===== src/hdl/ovmw_pkg.sv =====
// ----------------------------------------------------------------------------
// ovmw_pkg
// Shared types, constants and helper functions of the voice mute write filter.
// ----------------------------------------------------------------------------
package ovmw_pkg;

    // Chip and voice geometry.
    localparam int CHIP_COUNT        = 2;
    localparam int CHANNELS_PER_CHIP = 9;
    localparam int VOICE_LIMIT       = CHIP_COUNT * CHANNELS_PER_CHIP;
    localparam int LEVEL_DEPTH       = VOICE_LIMIT * 2;
    localparam int LEVEL_AW          = $clog2(LEVEL_DEPTH);
    localparam int MUTE_AW           = $clog2(VOICE_LIMIT);
    localparam int VOICE_W           = 5;
    localparam int CH_W              = $clog2(CHANNELS_PER_CHIP);

    // Request queue between the front and the back.
    localparam int QUEUE_DEPTH = 2;
    localparam int QUEUE_PW    = $clog2(QUEUE_DEPTH);
    localparam int QUEUE_CW    = $clog2(QUEUE_DEPTH + 1);

    // Register map constants.
    localparam logic [7:0] TL_BASE_SLOT0 = 8'h40;
    localparam logic [7:0] TL_BASE_SLOT1 = 8'h43;
    localparam logic [7:0] KEEP_MASK     = 8'hC0;
    localparam logic [7:0] SILENT_BITS   = 8'h3F;

    // Request operation codes.
    typedef enum logic {
        OP_WRITE = 1'b0,
        OP_MUTE  = 1'b1
    } t_op;

    // Back end sequencer states.
    typedef enum logic [1:0] {
        BK_IDLE,
        BK_SLOT0,
        BK_SLOT1
    } t_back_state;

    // Classified request as held in the queue.
    typedef struct packed {
        logic                is_mute;
        logic                chip;
        logic [7:0]          reg_addr;
        logic [7:0]          value;
        logic                store_en;
        logic                slot;
        logic [VOICE_W-1:0]  voice;
        logic [CH_W-1:0]     channel;
        logic                mute_flag;
    } t_entry;

    // Queue status seen by both sides.
    typedef struct packed {
        logic empty;
        logic full;
    } t_queue_status;

    // Result of decoding a register address against the total-level map.
    typedef struct packed {
        logic            hit;
        logic [CH_W-1:0] channel;
        logic            slot;
    } t_level_decode;

    // Operator offset of each channel within the register map.
    function automatic logic [7:0] op_offset(input logic [CH_W-1:0] ch);
        logic [7:0] off;
        unique case (ch)
            4'd0:    off = 8'd0;
            4'd1:    off = 8'd1;
            4'd2:    off = 8'd2;
            4'd3:    off = 8'd8;
            4'd4:    off = 8'd9;
            4'd5:    off = 8'd10;
            4'd6:    off = 8'd16;
            4'd7:    off = 8'd17;
            4'd8:    off = 8'd18;
            default: off = 8'd0;
        endcase
        return off;
    endfunction

    // Force the level bits to full attenuation, keeping the scaling bits.
    function automatic logic [7:0] silence(input logic [7:0] v);
        return (v & KEEP_MASK) | SILENT_BITS;
    endfunction

    // Match an address against the total-level registers of every channel.
    function automatic t_level_decode decode_level(input logic [7:0] addr);
        t_level_decode d;
        d = '0;
        for (int c = CHANNELS_PER_CHIP - 1; c >= 0; c--) begin
            if (addr == TL_BASE_SLOT0 + op_offset(CH_W'(c))) begin
                d.hit     = 1'b1;
                d.channel = CH_W'(c);
                d.slot    = 1'b0;
            end
            if (addr == TL_BASE_SLOT1 + op_offset(CH_W'(c))) begin
                d.hit     = 1'b1;
                d.channel = CH_W'(c);
                d.slot    = 1'b1;
            end
        end
        return d;
    endfunction

endpackage


===== src/hdl/ovmw_front.sv =====
// ----------------------------------------------------------------------------
// ovmw_front
// Accepts requests, classifies them and pushes them into the request queue.
// ----------------------------------------------------------------------------
module ovmw_front import ovmw_pkg::*; (
    input  logic               i_start,
    input  t_queue_status      i_status,
    input  logic               i_operation,
    input  logic               i_chip_select,
    input  logic [7:0]         i_register_address,
    input  logic [7:0]         i_write_value,
    input  logic [VOICE_W-1:0] i_voice_index,
    input  logic               i_mute_flag,
    output logic               o_busy,
    output logic               o_push,
    output t_entry             o_entry
);

    t_level_decode      dec;
    logic               chip_ok;
    logic               voice_ok;
    logic               accept;
    logic               mute_chip;
    logic [VOICE_W-1:0] mute_rem;
    logic [VOICE_W-1:0] write_voice;

    // Decode the register address and the voice number.
    always_comb begin
        dec       = decode_level(i_register_address);
        chip_ok   = int'(i_chip_select) < CHIP_COUNT;
        voice_ok  = int'(i_voice_index) < VOICE_LIMIT;
        mute_chip = int'(i_voice_index) >= CHANNELS_PER_CHIP;
        mute_rem  = mute_chip ? i_voice_index - VOICE_W'(CHANNELS_PER_CHIP)
                              : i_voice_index;
        write_voice = i_chip_select ? VOICE_W'(CHANNELS_PER_CHIP) + VOICE_W'(dec.channel)
                                    : VOICE_W'(dec.channel);
    end

    // Build the queue entry for either kind of request.
    always_comb begin
        o_entry           = '0;
        o_entry.is_mute   = (i_operation == OP_MUTE);
        o_entry.value     = i_write_value;
        o_entry.mute_flag = i_mute_flag;
        if (i_operation == OP_MUTE) begin
            o_entry.chip    = mute_chip;
            o_entry.voice   = i_voice_index;
            o_entry.channel = CH_W'(mute_rem);
        end else begin
            o_entry.chip     = i_chip_select;
            o_entry.reg_addr = i_register_address;
            o_entry.store_en = dec.hit && chip_ok;
            o_entry.slot     = dec.slot;
            o_entry.voice    = write_voice;
            o_entry.channel  = dec.channel;
        end
    end

    // Mute changes for voices out of range are taken and dropped here.
    assign accept = i_start && !i_status.full;
    assign o_push = accept && ((i_operation == OP_WRITE) || voice_ok);
    assign o_busy = i_status.full;

endmodule


===== src/hdl/ovmw_queue.sv =====
// ----------------------------------------------------------------------------
// ovmw_queue
// Short request queue that decouples the front from the back.
// ----------------------------------------------------------------------------
module ovmw_queue import ovmw_pkg::*; (
    input  logic          i_clk,
    input  logic          i_rst_n,
    input  logic          i_push,
    input  t_entry        i_entry,
    input  logic          i_pop,
    output t_entry        o_entry,
    output t_queue_status o_status
);

    t_entry               r_slots [QUEUE_DEPTH];
    logic [QUEUE_PW-1:0]  r_wr_ptr;
    logic [QUEUE_PW-1:0]  r_rd_ptr;
    logic [QUEUE_CW-1:0]  r_count;
    logic [QUEUE_PW-1:0]  n_wr_ptr;
    logic [QUEUE_PW-1:0]  n_rd_ptr;
    logic [QUEUE_CW-1:0]  n_count;

    // Pointer and fill count update.
    always_comb begin
        n_wr_ptr = r_wr_ptr;
        n_rd_ptr = r_rd_ptr;
        n_count  = r_count;
        if (i_push) begin
            n_wr_ptr = (r_wr_ptr == QUEUE_PW'(QUEUE_DEPTH - 1)) ? '0 : r_wr_ptr + 1'b1;
        end
        if (i_pop) begin
            n_rd_ptr = (r_rd_ptr == QUEUE_PW'(QUEUE_DEPTH - 1)) ? '0 : r_rd_ptr + 1'b1;
        end
        if (i_push && !i_pop) begin
            n_count = r_count + 1'b1;
        end else if (i_pop && !i_push) begin
            n_count = r_count - 1'b1;
        end
    end

    always_ff @(posedge i_clk) begin
        if (!i_rst_n) begin
            r_wr_ptr <= '0;
            r_rd_ptr <= '0;
            r_count  <= '0;
        end else begin
            r_wr_ptr <= n_wr_ptr;
            r_rd_ptr <= n_rd_ptr;
            r_count  <= n_count;
        end
    end

    // Entry storage needs no reset.
    always_ff @(posedge i_clk) begin
        if (i_push) begin
            r_slots[r_wr_ptr] <= i_entry;
        end
    end

    assign o_entry        = r_slots[r_rd_ptr];
    assign o_status.empty = (r_count == '0);
    assign o_status.full  = (r_count == QUEUE_CW'(QUEUE_DEPTH));

endmodule


===== src/hdl/ovmw_back.sv =====
// ----------------------------------------------------------------------------
// ovmw_back
// Carries out queued requests: level store, mute bits and result output.
// ----------------------------------------------------------------------------
module ovmw_back import ovmw_pkg::*; (
    input  logic          i_clk,
    input  logic          i_rst_n,
    input  t_entry        i_entry,
    input  t_queue_status i_status,
    output logic          o_pop,
    output logic          o_strobe,
    output logic          o_chip,
    output logic [7:0]    o_register,
    output logic [7:0]    o_value,
    output logic          o_last,
    output logic          o_dual_active
);

    t_back_state          r_state;
    t_back_state          n_state;

    logic [7:0]           r_level_mem   [LEVEL_DEPTH];
    logic                 r_level_valid [LEVEL_DEPTH];
    logic [7:0]           r_rd_data;
    logic                 r_rd_valid;
    logic                 r_mute_bits   [VOICE_LIMIT];
    logic                 r_dual;

    // Mute change being replayed.
    logic [VOICE_W-1:0]   r_cur_voice;
    logic [CH_W-1:0]      r_cur_channel;
    logic                 r_cur_chip;
    logic                 r_cur_mute;

    logic                 r_strobe;
    logic                 r_chip;
    logic [7:0]           r_register;
    logic [7:0]           r_value;
    logic                 r_last;
    logic                 r_dual_out;

    // Control decided by the sequencer outputs block.
    logic                 pop;
    logic                 lvl_we;
    logic [LEVEL_AW-1:0]  lvl_waddr;
    logic [LEVEL_AW-1:0]  rd_addr;
    logic                 mute_we;
    logic                 capture;
    logic                 load;
    logic                 ld_chip;
    logic [7:0]           ld_register;
    logic [7:0]           ld_value;
    logic                 ld_last;
    logic                 n_dual;
    logic [7:0]           stored_level;

    // Stored level of the word just read; never-written entries read as zero.
    assign stored_level = r_rd_valid ? r_rd_data : 8'h00;

    // Next state of the sequencer.
    always_comb begin
        n_state = r_state;
        unique case (r_state)
            BK_IDLE: begin
                if (!i_status.empty && i_entry.is_mute) begin
                    n_state = BK_SLOT0;
                end
            end
            BK_SLOT0: n_state = BK_SLOT1;
            BK_SLOT1: n_state = BK_IDLE;
            default:  n_state = BK_IDLE;
        endcase
    end

    // Sequencer outputs.
    always_comb begin
        pop         = 1'b0;
        lvl_we      = 1'b0;
        lvl_waddr   = LEVEL_AW'({i_entry.voice, i_entry.slot});
        rd_addr     = LEVEL_AW'({r_cur_voice, 1'b1});
        mute_we     = 1'b0;
        capture     = 1'b0;
        load        = 1'b0;
        ld_chip     = r_cur_chip;
        ld_register = TL_BASE_SLOT0 + op_offset(r_cur_channel);
        ld_value    = stored_level;
        ld_last     = 1'b0;
        n_dual      = r_dual;
        unique case (r_state)
            BK_IDLE: begin
                if (!i_status.empty) begin
                    pop = 1'b1;
                    if (i_entry.is_mute) begin
                        // Record the mute bit and fetch the slot 0 level.
                        mute_we = 1'b1;
                        capture = 1'b1;
                        rd_addr = LEVEL_AW'({i_entry.voice, 1'b0});
                    end else begin
                        // Plain or total-level write: one result.
                        lvl_we      = i_entry.store_en;
                        load        = 1'b1;
                        ld_chip     = i_entry.chip;
                        ld_register = i_entry.reg_addr;
                        ld_last     = 1'b1;
                        n_dual      = r_dual | i_entry.chip;
                        if (i_entry.store_en && r_mute_bits[MUTE_AW'(i_entry.voice)]) begin
                            ld_value = silence(i_entry.value);
                        end else begin
                            ld_value = i_entry.value;
                        end
                    end
                end
            end
            BK_SLOT0: begin
                // Emit slot 0 while fetching slot 1.
                load = 1'b1;
                if (r_cur_mute) begin
                    ld_value = silence(stored_level);
                end
            end
            BK_SLOT1: begin
                load        = 1'b1;
                ld_register = TL_BASE_SLOT1 + op_offset(r_cur_channel);
                ld_last     = 1'b1;
                if (r_cur_mute) begin
                    ld_value = silence(stored_level);
                end
            end
            default: begin
                pop = 1'b0;
            end
        endcase
    end

    assign o_pop = pop;

    // Control registers.
    always_ff @(posedge i_clk) begin
        if (!i_rst_n) begin
            r_state  <= BK_IDLE;
            r_strobe <= 1'b0;
            r_dual   <= 1'b0;
        end else begin
            r_state  <= n_state;
            r_strobe <= load;
            r_dual   <= n_dual;
        end
    end

    // Level store with registered read port.
    always_ff @(posedge i_clk) begin
        if (lvl_we) begin
            r_level_mem[lvl_waddr] <= i_entry.value;
        end
        r_rd_data <= r_level_mem[rd_addr];
    end

    // Per-entry valid bits stand for the cleared store after reset.
    always_ff @(posedge i_clk) begin
        if (!i_rst_n) begin
            for (int i = 0; i < LEVEL_DEPTH; i++) begin
                r_level_valid[i] <= 1'b0;
            end
            r_rd_valid <= 1'b0;
        end else begin
            if (lvl_we) begin
                r_level_valid[lvl_waddr] <= 1'b1;
            end
            r_rd_valid <= r_level_valid[rd_addr];
        end
    end

    // Mute bits, one per voice.
    always_ff @(posedge i_clk) begin
        if (!i_rst_n) begin
            for (int i = 0; i < VOICE_LIMIT; i++) begin
                r_mute_bits[i] <= 1'b0;
            end
        end else if (mute_we) begin
            r_mute_bits[MUTE_AW'(i_entry.voice)] <= i_entry.mute_flag;
        end
    end

    // Details of the mute change being replayed.
    always_ff @(posedge i_clk) begin
        if (capture) begin
            r_cur_voice   <= i_entry.voice;
            r_cur_channel <= i_entry.channel;
            r_cur_chip    <= i_entry.chip;
            r_cur_mute    <= i_entry.mute_flag;
        end
    end

    // Result register.
    always_ff @(posedge i_clk) begin
        if (load) begin
            r_chip     <= ld_chip;
            r_register <= ld_register;
            r_value    <= ld_value;
            r_last     <= ld_last;
            r_dual_out <= n_dual;
        end
    end

    assign o_strobe      = r_strobe;
    assign o_chip        = r_chip;
    assign o_register    = r_register;
    assign o_value       = r_value;
    assign o_last        = r_last;
    assign o_dual_active = r_dual_out;

endmodule


===== src/hdl/opl_voice_mute_write_filter_top.sv =====
// ----------------------------------------------------------------------------
// opl_voice_mute_write_filter_top
// Register write filter in front of two FM synth chips with per-voice muting.
// ----------------------------------------------------------------------------
// A request is taken on a clock edge where start is high and busy is low.
// A register write gives one result, strobed on o_strobe after it has passed
// the request queue and the result register; the back end takes one write per
// cycle unless a mute change holds it, so writes may be issued every cycle.
// A mute change for voices 0 to 17 gives two results (slot 0, then slot 1)
// on consecutive cycles and holds the back end through its slot 0 and slot 1
// states while the level store, with one write and one registered read port,
// is read once per slot. A two entry request queue sits between the front and
// the back; busy is high while it is full. Results are shown for exactly one
// cycle and cannot be held off, so they must be captured on the strobe.
// ----------------------------------------------------------------------------
module opl_voice_mute_write_filter_top import ovmw_pkg::*; (
    input  logic               i_clk,
    input  logic               i_rst_n,
    input  logic               start,
    output logic               busy,
    input  logic               i_operation,
    input  logic               i_chip_select,
    input  logic [7:0]         i_register_address,
    input  logic [7:0]         i_write_value,
    input  logic [VOICE_W-1:0] i_voice_index,
    input  logic               i_mute_flag,
    output logic               o_strobe,
    output logic               o_out_chip,
    output logic [7:0]         o_out_register,
    output logic [7:0]         o_out_value,
    output logic               o_last,
    output logic               o_dual_active
);

    t_queue_status status;
    t_entry        push_entry;
    t_entry        head_entry;
    logic          push;
    logic          pop;

    // Request front end.
    ovmw_front u_front (
        .i_start            (start),
        .i_status           (status),
        .i_operation        (i_operation),
        .i_chip_select      (i_chip_select),
        .i_register_address (i_register_address),
        .i_write_value      (i_write_value),
        .i_voice_index      (i_voice_index),
        .i_mute_flag        (i_mute_flag),
        .o_busy             (busy),
        .o_push             (push),
        .o_entry            (push_entry)
    );

    // Request queue.
    ovmw_queue u_queue (
        .i_clk    (i_clk),
        .i_rst_n  (i_rst_n),
        .i_push   (push),
        .i_entry  (push_entry),
        .i_pop    (pop),
        .o_entry  (head_entry),
        .o_status (status)
    );

    // Execution back end.
    ovmw_back u_back (
        .i_clk         (i_clk),
        .i_rst_n       (i_rst_n),
        .i_entry       (head_entry),
        .i_status      (status),
        .o_pop         (pop),
        .o_strobe      (o_strobe),
        .o_chip        (o_out_chip),
        .o_register    (o_out_register),
        .o_value       (o_out_value),
        .o_last        (o_last),
        .o_dual_active (o_dual_active)
    );

    // A first result of a mute change is always followed by its second.
    a_pair_follows: assert property (@(posedge i_clk) disable iff (!i_rst_n)
        o_strobe && !o_last |=> o_strobe && o_last)
        else $error("mute change result pair broken");

    // The second result targets the slot 1 register of the same chip.
    a_pair_register: assert property (@(posedge i_clk) disable iff (!i_rst_n)
        o_strobe && !o_last |=> o_out_chip == $past(o_out_chip) &&
            o_out_register == $past(o_out_register) + 8'd3)
        else $error("slot 1 result does not match slot 0 result");

    // The queue never pops while empty nor pushes while full.
    a_queue_guard: assert property (@(posedge i_clk) disable iff (!i_rst_n)
        !(pop && status.empty) && !(push && status.full))
        else $error("request queue overrun or underrun");

endmodule


===== config.mk =====
export PLATFORM = sky130hd
export DESIGN_NAME = opl_voice_mute_write_filter_top
export DESIGN_NICKNAME = d
export VERILOG_FILES = /design/src/hdl/ovmw_pkg.sv /design/src/hdl/ovmw_front.sv /design/src/hdl/ovmw_queue.sv /design/src/hdl/ovmw_back.sv /design/src/hdl/opl_voice_mute_write_filter_top.sv
export SDC_FILE = /design/constraint.sdc
export NUM_CORES = 1
export LEC_CHECK = 0
export ABC_AREA = 0
export ABC_CLOCK_PERIOD_IN_PS = 2910
export BUFFER_PORTS_ARGS = -buffer_cell sky130_fd_sc_hd__buf_2
export CAP_MARGIN = 15
export CORE_MARGIN = 5
export CORE_UTILIZATION = 56
export CTS_BUF_LIST = sky130_fd_sc_hd__clkbuf_16
export CTS_CLUSTER_SIZE = 12
export DETAILED_ROUTE_END_ITERATION = 8
export PLACE_DENSITY = 0.75
export SLEW_MARGIN = 20
export SYNTH_ARGS = -nofsm -noshare
export SYNTH_HDL_FRONTEND = slang
export SYNTH_SLANG_ARGS = --single-unit

===== constraint.sdc =====
create_clock -name i_clk -period 2.91 [get_ports i_clk]
set_clock_uncertainty 0.1 [all_clocks]
set_input_delay 0.1455 -clock i_clk [delete_from_list [all_inputs] [get_ports i_clk]]
set_output_delay 0.1455 -clock i_clk [all_outputs]
set_load 0.005 [all_outputs]

==> qor.csv, run 1 <==
stage,metric,value,unit
detailed_routing,Routed Antenna Nets,0,
timing,worst hold slack,182.9,ps
worst_setup_path,CP max stage cell,dfxtp_2,
place,routability cong.,0.9163,
timing,Tmin final,2868,ps
synth,commonest register cell after synthesis,edfxtp_1,
grt,largest net degree at the start of global routing,39,
timing,"Slew Viols, Final",0,
finish,"commonest non-fill, non-tap cell in the layout",edfxtp_1,
worst_setup_path,reg2reg setup slack,40,ps
die,initial core utilization,0.5631,
die,Std-Cell Rows,70,
worst_setup_path,FF-to-FF End,u_back.r_rd_data[2]$_DFF_P_,
timing,FMAX,0.3486,GHz
place,I/O Buffers,47,
synth,Mapped Cells,1497,
flow_run,maxcap violations,0,
grt,initial antenna violation count,0,
clock_network,TritonCTS clock tree,done,
worst_setup_path,worst path arrival time,3220,ps
detailed_routing,Detailed Routing Iterations Pass 1,6,
timing,relative slew slack,0.5120,
worst_setup_path,CP Capture Type,register,
power_and_ir_drop,pwr dens,900.0,nW/um2
finish,Post-Layout Cell Count,2181,
timing,Worst Tran Pin Value,722.8,ps
finish,fill cell count,2564,
synth,mapped cell area,20420,um2
worst_setup_path,R2R depth,9,
timing,setup violators final,0,
clock_network,Root Buffer,clkbuf_16,
clock_network,total CTS buffers,50,
clock_network,clk_lat worst skew,590,ps
detailed_routing,WL per Instance,24.30,um
finish,Sequential Area,13860,um2
timing,setup ws final,41.64,ps
worst_setup_path,type of origin of the critical path,register,
synth,post-synthesis async set-or-reset flop share,0,
power_and_ir_drop,VDD IR-drop max,0.0005408,V
detailed_routing,final wirelength,53000,um
timing,fin crit share,0.9857,
die,die area,40380,um2
detailed_routing,vias,13644,
worst_setup_path,crit path capture,u_back.r_rd_data[2]$_DFF_P_,
min_path,Hold Crit Start,i_write_value[2],
worst_setup_path,Crit Path Max Fanout,27,
run_status,outcome,completed,
die,Die H,200.9,um
worst_setup_path,worst path cell trace,buf_6 -> mux2i_4 -> nor3_1 -> a21oi_1 -> buf_4 -> and3_2 -> o221ai_1 -> a31oi_1 -> nor3_1,
die,io pins,48,
place,DP Worst Slack,-288.7,ps
power_and_ir_drop,post-layout power,21.35,mW
synth,Post-Syn Nets,1537,
worst_setup_path,"Largest stage delay, worst path",470,ps
synth,sequential share of the synthesized area,0.6790,
grt,GR Overflow Total,0,
finish,Multi-input gate area,6141,um2
synth,Ys Warns,0,
detailed_routing,DRC viols,0,
clock_network,H-tree depth,2,
clock_network,Max Buffers Root-to-Sink,3,
clock_network,clk slew on worst S/H paths,60,ps
timing,Final Hold Fails,0,
finish,area delta synth->final,16.17,%
place,DP Area,21850,um2
place,Inst Count DP,2056,
power_and_ir_drop,P_leak,8.427,nW
worst_setup_path,Worst Path Required,3260,ps
finish,Nets,1711,
synth,syn_area_per_cell,13.64,um2
synth,number of flops mapped to enable cells by yosys,393,
place,estimated wirelength of the detail-placed design,34920,um
finish,Antenna diodes,0,
detailed_routing,via-per-instance ratio,6.256,
synth,#FFs+latches synth,496,
grt,GRT Overall Usage,0.2579,
die,Core Area,36260,um2
die,Die X,200.9,um
detailed_routing,Initial DRC Count,1578,
synth,Synth cell types,67,
grt,number of global-route vias before repair,13591,
finish,fin area,23720,um2
worst_setup_path,CP Class,register to register,
min_path,Hold Path Class,input pin to register,
finish,layout cells sized above 1,0.1926,
worst_setup_path,cell mode on critical path,nor3_1,
grt,global-route wire length before repair,80850,um
clock_network,clk sinks,496,
finish,highest-count cells in the layout ignoring fill and taps,"393 x edfxtp_1, 171 x nand2_1, 121 x buf_4",
==> cells by family (layout without fill, tap and decap cells) <==
group	count (synthesis)	after routing	synth area share
AO/OA/AOI/OAI	328	328	0.1116
XOR/XNOR	9	9	0.003860
adder cells (fa/ha/maj)	13	13	0.007967
buffers and inverters	105	321	0.02384
flip-flops	496	496	0.6790
multiplexers	132	132	0.08285
AND/OR/NAND/NOR	414	414	0.09088
==> critical path, delay by kind of cell, from the launching register on <==
| kind | cells | cell delay, ps |
|---|---|---|
| AO/OA/AOI/OAI | 3 | 740 |
| AND/OR/NAND/NOR | 3 | 490 |
| buffers and inverters | 2 | 540 |
| multiplexers | 1 | 370 |
| flip-flops | 1 | 470 |
==> final cells by class <==
cell class | instances | share of cell area
flip-flops and latches | 496 | 0.5845
repair buffers | 203 | 0.06599
clock inverters | 43 | 0.008071
well taps | 468 | 0.02469
clock buffers | 51 | 0.05381
multi-input cells | 896 | 0.2589
inverters | 24 | 0.004009
==> metal layers <==
metal	vias to the layer above	share of wire	global-route usage
li1	6037	-	-
met1	6807	0.39	0.3464
met2	683	0.49	0.4247
met3	117	0.088	0.04960
met4	0	0.032	0.09292
met5	-	0	0
==> cells in the mapped netlist, types with 4 or more instances <==
| master | count | area [um2] |
|---|---|---|
| a2111oi_0 | 8 | 70.07 |
| buf_6 | 7 | 78.83 |
| o21bai_1 | 28 | 210.2 |
| a21oi_2 | 6 | 52.55 |
| nand2b_1 | 9 | 56.30 |
| o221ai_1 | 9 | 78.83 |
| xnor2_1 | 5 | 43.79 |
| nor2_1 | 95 | 356.6 |
| o21ai_0 | 46 | 230.2 |
| o32ai_1 | 12 | 105.1 |
| o211ai_1 | 13 | 97.59 |
| edfxtp_1 | 393 | 11800 |
| buf_1 | 7 | 26.28 |
| o22ai_1 | 9 | 56.30 |
| mux2_2 | 22 | 247.7 |
| a22oi_1 | 5 | 37.54 |
| and2_1 | 6 | 37.54 |
| a31o_2 | 6 | 52.55 |
| xor2_1 | 4 | 35.03 |
| nand2_1 | 171 | 641.9 |
| o21a_1 | 38 | 285.3 |
| nand3_1 | 51 | 255.2 |
| and3_1 | 13 | 81.33 |
| nor3_1 | 19 | 95.09 |
| mux2i_1 | 82 | 820.8 |
| o31ai_1 | 15 | 112.6 |
| buf_2 | 19 | 95.09 |
| clkbuf_1 | 45 | 168.9 |
| mux4_2 | 24 | 540.5 |
| dfxtp_1 | 103 | 2062 |
| ha_1 | 13 | 162.7 |
| inv_1 | 20 | 75.07 |
| a31oi_1 | 23 | 143.9 |
| a211oi_1 | 25 | 187.7 |
| o221a_2 | 6 | 67.56 |
| a21oi_1 | 57 | 285.3 |
| nor2b_1 | 30 | 187.7 |
==> how the worst min path moves through the flow <==
stage	slack [ps]	cells past startpoint	to
finish	180	2	u_queue.r_slots[0][14]$_DFFE_PP_
global placement	230	1	u_queue.r_slots[0][17]$_DFFE_PP_
floorplan	140	0	u_queue.r_slots[0][0]$_DFFE_PP_
detailed placement	240	1	u_queue.r_slots[0][17]$_DFFE_PP_
CTS	160	2	u_queue.r_slots[1][0]$_DFFE_PP_
global route	180	2	u_queue.r_slots[0][14]$_DFFE_PP_
==> flip-flops by register name, summed over array words and instances, names as in the netlist, 5 cells and up, named ones only <==
name and flops:
u_back.r_cur_voice 5, u_back.o_register 8, u_back.o_value 8, u_back.r_level_mem 288, u_back.r_level_valid 64, u_back.r_mute_bits 32
u_queue.r_slots 60, u_back.r_rd_data 8
==> per-stage QoR <==
step           utilization  TNS (ps)
2_1_floorplan            -         0
3_3_place_gp        0.6027    -377.1
3_5_place_dp        0.6027     -1071
4_1_cts             0.6519         0
5_1_grt             0.6541    -2.214
6_report            0.6541         0
==> power breakdown <==
group | internal, mW | total [mW] | switching [mW]
clock network | 3.16 | 5.75 | 2.59
logic | 2.47 | 6.62 | 4.15
registers | 8.65 | 8.98 | 0.331
total | 14.3 | 21.3 | 7.07
==> what timing repair did <==
item	in CTS	in global routing
setup buffers	1	3
pin swaps	1	3
resized for setup	8	13
hold buffers	27	0
hold endpoints to repair	58	0
endpoints found under the setup margin	15	28
cloned	0	0
Power figures use the tool's default switching activity.
==> inputs of run 2 (changes only) <==
CORE_UTILIZATION = 40   (was 56)
PLACE_DENSITY = unset   (was 0.75)
==> qor.csv, run 2 (synthesized netlist as in run 1, its figures left out) <==
stage,metric,value,unit,change
place,I/O Buffers,47,,unchanged
place,routability cong.,0.8831,,-3.6%
clock_network,clk_lat worst skew,610,ps,+20 ps
die,io pins,48,,unchanged
die,initial core utilization,0.4053,,-0.1578
finish,Largest register FFs,288,,unchanged
detailed_routing,Initial DRC Count,1258,,-20%
finish,Nets,1722,,+0.64%
min_path,hold-critical path depth,4,,+2
clock_network,total CTS buffers,53,,+6.0%
timing,"Slew Viols, Final",0,,unchanged
timing,setup violators final,0,,unchanged
worst_setup_path,cell mode on critical path,buf_4,,
worst_setup_path,Worst Path Required,3280,ps,+20 ps
timing,setup ws final,87.95,ps,+46.31 ps
die,Core Area,50380,um2,+39%
timing,fin crit share,0.9698,,-0.01591
timing,Worst Tran Pin Value,746.2,ps,+23.48 ps
worst_setup_path,CP max stage cell,a2111oi_0,,
finish,Top reg by flops,u_back.r_level_mem,,
finish,area delta synth->final,18.53,%,
detailed_routing,final wirelength,53970,um,+1.8%
worst_setup_path,Crit Path Max Fanout,6,,-78%
power_and_ir_drop,VDD IR-drop max,0.0004602,V,-15%
timing,Tmin final,2822,ps,-46.31 ps
grt,number of global-route vias before repair,13072,,-3.8%
power_and_ir_drop,P_leak,8.528,nW,+1.2%
clock_network,clk slew on worst S/H paths,60,ps,about the same
place,DP Worst Slack,-248.0,ps,+40.70 ps
timing,relative slew slack,0.4962,,-0.01585
worst_setup_path,CP Class,register to register,,
detailed_routing,vias,13234,,-3.0%
finish,layout cells sized above 1,0.1999,,+0.007240
finish,largest registers,"u_back.r_level_mem (288), u_back.r_level_valid (64), u_queue.r_slots (60)",,
detailed_routing,DRC viols,0,,unchanged
clock_network,TritonCTS clock tree,done,,
grt,global-route wire length before repair,81300,um,+0.55%
finish,Antenna diodes,0,,unchanged
finish,"commonest non-fill, non-tap cell in the layout",edfxtp_1,,
grt,GR Overflow Total,0,,unchanged
worst_setup_path,worst path cell trace,mux2i_4 -> buf_4 -> nand3_2 -> o21ai_4 -> buf_4 -> mux4_2 -> a2111oi_0 -> buf_4 -> o221a_2 -> nor3_1,,
power_and_ir_drop,pwr dens,903.6,nW/um2,+0.40%
die,Die H,235.9,um,+17%
grt,initial antenna violation count,0,,unchanged
worst_setup_path,type of origin of the critical path,register,,
place,DP Area,22230,um2,+1.7%
detailed_routing,via-per-instance ratio,5.519,,-12%
detailed_routing,WL per Instance,22.50,um,-7.4%
grt,largest net degree at the start of global routing,50,,+28%
finish,highest-count cells in the layout ignoring fill and taps,"393 x edfxtp_1, 170 x nand2_1, 129 x buf_4",,
worst_setup_path,R2R depth,10,,+1
min_path,Hold Path Class,input pin to register,,
finish,fin area,24200,um2,+2.0%
worst_setup_path,"Largest stage delay, worst path",470,ps,about the same
clock_network,Max Buffers Root-to-Sink,3,,unchanged
flow_run,maxcap violations,0,,unchanged
detailed_routing,Routed Antenna Nets,0,,unchanged
die,die area,55660,um2,+38%
detailed_routing,Detailed Routing Iterations Pass 1,5,,-1
clock_network,Root Buffer,clkbuf_16,,
worst_setup_path,CP Capture Type,register,,
timing,FMAX,0.3544,GHz,+1.6%
timing,Final Hold Fails,0,,unchanged
clock_network,clk sinks,496,,unchanged
clock_network,H-tree depth,2,,unchanged
worst_setup_path,worst path arrival time,3190,ps,-30 ps
die,Std-Cell Rows,82,,+17%
run_status,outcome,completed,,
place,estimated wirelength of the detail-placed design,36060,um,+3.3%
die,Die X,235.9,um,+17%
grt,GRT Overall Usage,0.1888,,-0.06913
run 2: critical path, delay by kind of cell (launching register included):
family / cells / cell delay [ps]
buffers and inverters: 3 / 550
DFF: 1 / 430
muxes: 2 / 660
and+or+nand+nor: 2 / 160
AOI/OAI and AO/OA: 3 / 770
run 2: path summary, 6_finish.rpt:
check / slack, ps / end / from
setup reg to reg: 90 / u_back.r_rd_data[0]$_DFF_P_ / register
setup / recovery: 90 / u_back.r_rd_data[0]$_DFF_P_ / register
hold reg to reg: 340 / u_back.r_level_valid[45]$_DFF_P_ / u_back.r_level_valid[45]$_DFF_P_
hold / removal: 20 / u_queue.r_wr_ptr$_SDFFE_PN0P_ / start
run 2: timing repair:
item	in CTS	in global routing
hold buffers	25	0
gates cloned	0	0
setup buffers	4	2
resized for setup	6	13
pin swaps	1	0
hold endpoints to repair	58	0
setup endpoints to repair	12	15
run 2: final cells by class:
type / count / area, um2
Inverter: 24 / 97.59
Sequential cell: 496 / 13870
Clock inverter: 46 / 297.8
Timing Repair Buffer: 211 / 1645
Clock buffer: 53 / 1326
Multi-Input combinational cell: 896 / 6126
Tap cell: 672 / 840.8
Fill cell: 4379 / 26180
run 2: per-stage QoR:
stage / setup TNS [ps] / total power [mW] / hold WS (ps) / cells / utilization
finish: 0 / 21.87 / 21.68 / 2398 / 0.4804
global route: -5.406 / 22.79 / 67.27 / 2398 / 0.4804
CTS: 0 / 21.98 / 9.545 / 2397 / 0.4796
detailed placement: -808.5 / 15.58 / 237.7 / 2269 / 0.4412
global placement: -348.8 / 15.50 / 234.2 / 2269 / 0.4412
floorplan: 0 / 12.80 / 144.4 / 1497 / -
run 2: power by group:
part,total [mW],internal (mW),switching [mW]
Sequential,8.96,8.65,0.309
Clock,6.29,3.56,2.72
Combinational,6.63,2.50,4.13
Total,21.9,14.7,7.16
run 2: metal layers:
| layer | wire length (um) | global-route usage |
|---|---|---|
| met5 | 0 | 0 |
| met4 | 1864 | 0.06897 |
| met1 | 22720 | 0.2532 |
| met2 | 26260 | 0.3148 |
| met3 | 3114 | 0.02733 |
==> inputs of run 3 (changes only) <==
REMOVE_ABC_BUFFERS = 1   (was unset)
==> qor.csv, run 3 (synthesized netlist as in run 1, its figures left out) <==
stage,metric,value,unit,change
place,Inst Count DP,2279,,+0.44%
run_status,outcome,completed,,
clock_network,Root Buffer,clkbuf_16,,
clock_network,Max Buffers Root-to-Sink,3,,unchanged
die,io pins,48,,unchanged
clock_network,total CTS buffers,51,,-3.8%
die,Std-Cell Rows,82,,unchanged
finish,Antenna diodes,0,,unchanged
worst_setup_path,"Largest stage delay, worst path",440,ps,-30 ps
grt,GR Overflow Total,0,,unchanged
finish,"commonest non-fill, non-tap cell in the layout",edfxtp_1,,
grt,largest net degree at the start of global routing,41,,-18%
timing,relative slew slack,0.4508,,-0.04540
finish,Nets,1728,,+0.35%
die,die area,55660,um2,unchanged
clock_network,H-tree depth,2,,unchanged
detailed_routing,metal2 WL,25630,um,-2.4%
min_path,Hold Path Class,input pin to register,,
flow_run,maxcap violations,0,,unchanged
power_and_ir_drop,pwr dens,895.6,nW/um2,-0.88%
power_and_ir_drop,VDD IR-drop max,0.0004515,V,-1.9%
finish,largest registers,"u_back.r_level_mem (288), u_back.r_level_valid (64), u_queue.r_slots (60)",,
timing,FMAX,0.3615,GHz,+2.0%
detailed_routing,final wirelength,53980,um,about the same
finish,Post-Layout Cell Count,2402,,+0.17%
worst_setup_path,type of origin of the critical path,register,,
detailed_routing,vias,13337,,+0.78%
finish,fill cell count,4349,,-0.69%
die,initial core utilization,0.4053,,unchanged
grt,global-route wire length before repair,81740,um,+0.54%
finish,area delta synth->final,18.24,%,
finish,highest-count cells in the layout ignoring fill and taps,"393 x edfxtp_1, 168 x nand2_1, 135 x buf_4",,
finish,Sequential Area,13870,um2,unchanged
detailed_routing,top layer in use,met4,,
place,routability cong.,0.8742,,-1.0%
clock_network,clk sinks,496,,unchanged
worst_setup_path,CP Class,register to register,,
die,Die H,235.9,um,unchanged
finish,Finished Core Util,0.4792,,-0.001167
timing,"Slew Viols, Final",0,,unchanged
timing,RSZ-0062 raised after global routing,yes,,
timing,Tmin final,2766,ps,-55.58 ps
finish,Top reg by flops,u_back.r_level_mem,,
detailed_routing,met3 routed WL,3320,um,+6.6%
detailed_routing,Initial DRC Count,1375,,+9.3%
detailed_routing,WL per Instance,22.47,um,-0.15%
clock_network,clk slew on worst S/H paths,60,ps,about the same
place,estimated wirelength of the detail-placed design,36360,um,+0.83%
detailed_routing,via-per-instance ratio,5.552,,+0.61%
place,I/O Buffers,47,,unchanged
finish,Multi-input gate area,6113,um2,-0.20%
detailed_routing,DRT met1 WL,23620,um,+4.0%
detailed_routing,Routed Antenna Nets,0,,unchanged
timing,setup violators final,0,,unchanged
worst_setup_path,worst path arrival time,3160,ps,-30 ps
detailed_routing,Detailed Routing Iterations Pass 1,5,,unchanged
die,Core Area,50380,um2,unchanged
detailed_routing,DRC viols,0,,unchanged
worst_setup_path,Crit Path Max Fanout,7,,+1
timing,Final Hold Fails,0,,unchanged
timing,worst hold slack,16.25,ps,-5.436 ps
grt,GRT Overall Usage,0.1901,,+0.001240
grt,number of global-route vias before repair,13177,,+0.80%
finish,layout cells sized above 1,0.1983,,-0.001618
worst_setup_path,CP Capture Type,register,,
worst_setup_path,CP max stage cell,o32ai_1,,
clock_network,TritonCTS clock tree,done,,
worst_setup_path,worst path cell trace,inv_1 -> ha_1 -> o21a_1 -> buf_4 -> nand3_1 -> o21ai_1 -> buf_4 -> inv_1 -> nand3_1 -> o32ai_1 -> buf_4 -> nor3_1,,
grt,initial antenna violation count,0,,unchanged
timing,fin crit share,0.9507,,-0.01910
timing,Worst Tran Pin Value,823.8,ps,+77.57 ps
die,Die X,235.9,um,unchanged
power_and_ir_drop,P_leak,8.524,nW,about the same
worst_setup_path,cell mode on critical path,buf_4,,
clock_network,clk_lat worst skew,590,ps,-20 ps
finish,Largest register FFs,288,,unchanged
worst_setup_path,Worst Path Required,3300,ps,+20 ps
==> run 3: layout make-up <==
type | instances | share of cell area
clock inverter | 43 | 0.009795
sequential | 496 | 0.5744
timing repair buffer | 219 | 0.06981
tap | 672 | 0.03483
multi-input combinational | 896 | 0.2532
inverter | 24 | 0.004042
clock buffer | 52 | 0.05390
==> run 3: power by group <==
| group | leakage, nW | internal [mW] | switching (mW) |
|---|---|---|---|
| registers | 4.41 | 8.64 | 0.296 |
| logic | 3.27 | 2.48 | 4.17 |
| clock network | 0.841 | 3.39 | 2.63 |
| total | 8.52 | 14.5 | 7.10 |
==> run 3: what timing repair did <==
action | CTS | global route
resized for setup | 4 | 17
endpoints found under the hold margin | 62 | 0
gates cloned | 0 | 0
buffers inserted | 0 | 2
endpoints found under the setup margin | 8 | 79
pin swaps | 0 | 0
hold buffers | 26 | 0
==> run 3: final timing paths <==
check,cells after the start,start,to,slack [ps]
worst min register to register,1,u_back.r_level_valid[55]$_DFF_P_,u_back.r_level_valid[55]$_DFF_P_,340
worst max-delay path,12,u_back.r_state[1]$_SDFFE_PN0P_,u_back.r_rd_data[5]$_DFF_P_,140
worst max register to register,12,u_back.r_state[1]$_SDFFE_PN0P_,u_back.r_rd_data[5]$_DFF_P_,140
worst min-delay path,4,start,u_queue.r_wr_ptr$_SDFFE_PN0P_,20
==> run 3: critical path: cells and delay by family, from the launching register on <==
family                     cells  cell delay (ps)
buffers and inverters          5              770
DFF                            1              390
AOI/OAI and AO/OA              3              740
and+or+nand+nor                3              440
adders and majority gates      1              210
==> run 3: per-stage QoR <==
| step | power (mW) | worst slack, ps | instance area (um2) | TNS, ps |
|---|---|---|---|---|
| CTS | 21.66 | 7.686 | 24080 | 0 |
| finish | 21.62 | 143.5 | 24140 | 0 |
| global route | 22.58 | -8.281 | 24140 | -8.281 |
| global placement | 15.47 | -3.427 | 22270 | -13.23 |
| detailed placement | 15.58 | -65.38 | 22270 | -234.2 |
| floorplan | 12.54 | -1781 | 20030 | -303460 |
==> run 3: metal layers <==
metal	vias to the layer above	track usage
li1	6069	-
met1	6699	0.2649
met2	477	0.3086
met3	92	0.03095
met4	0	0.05771
met5	-	0
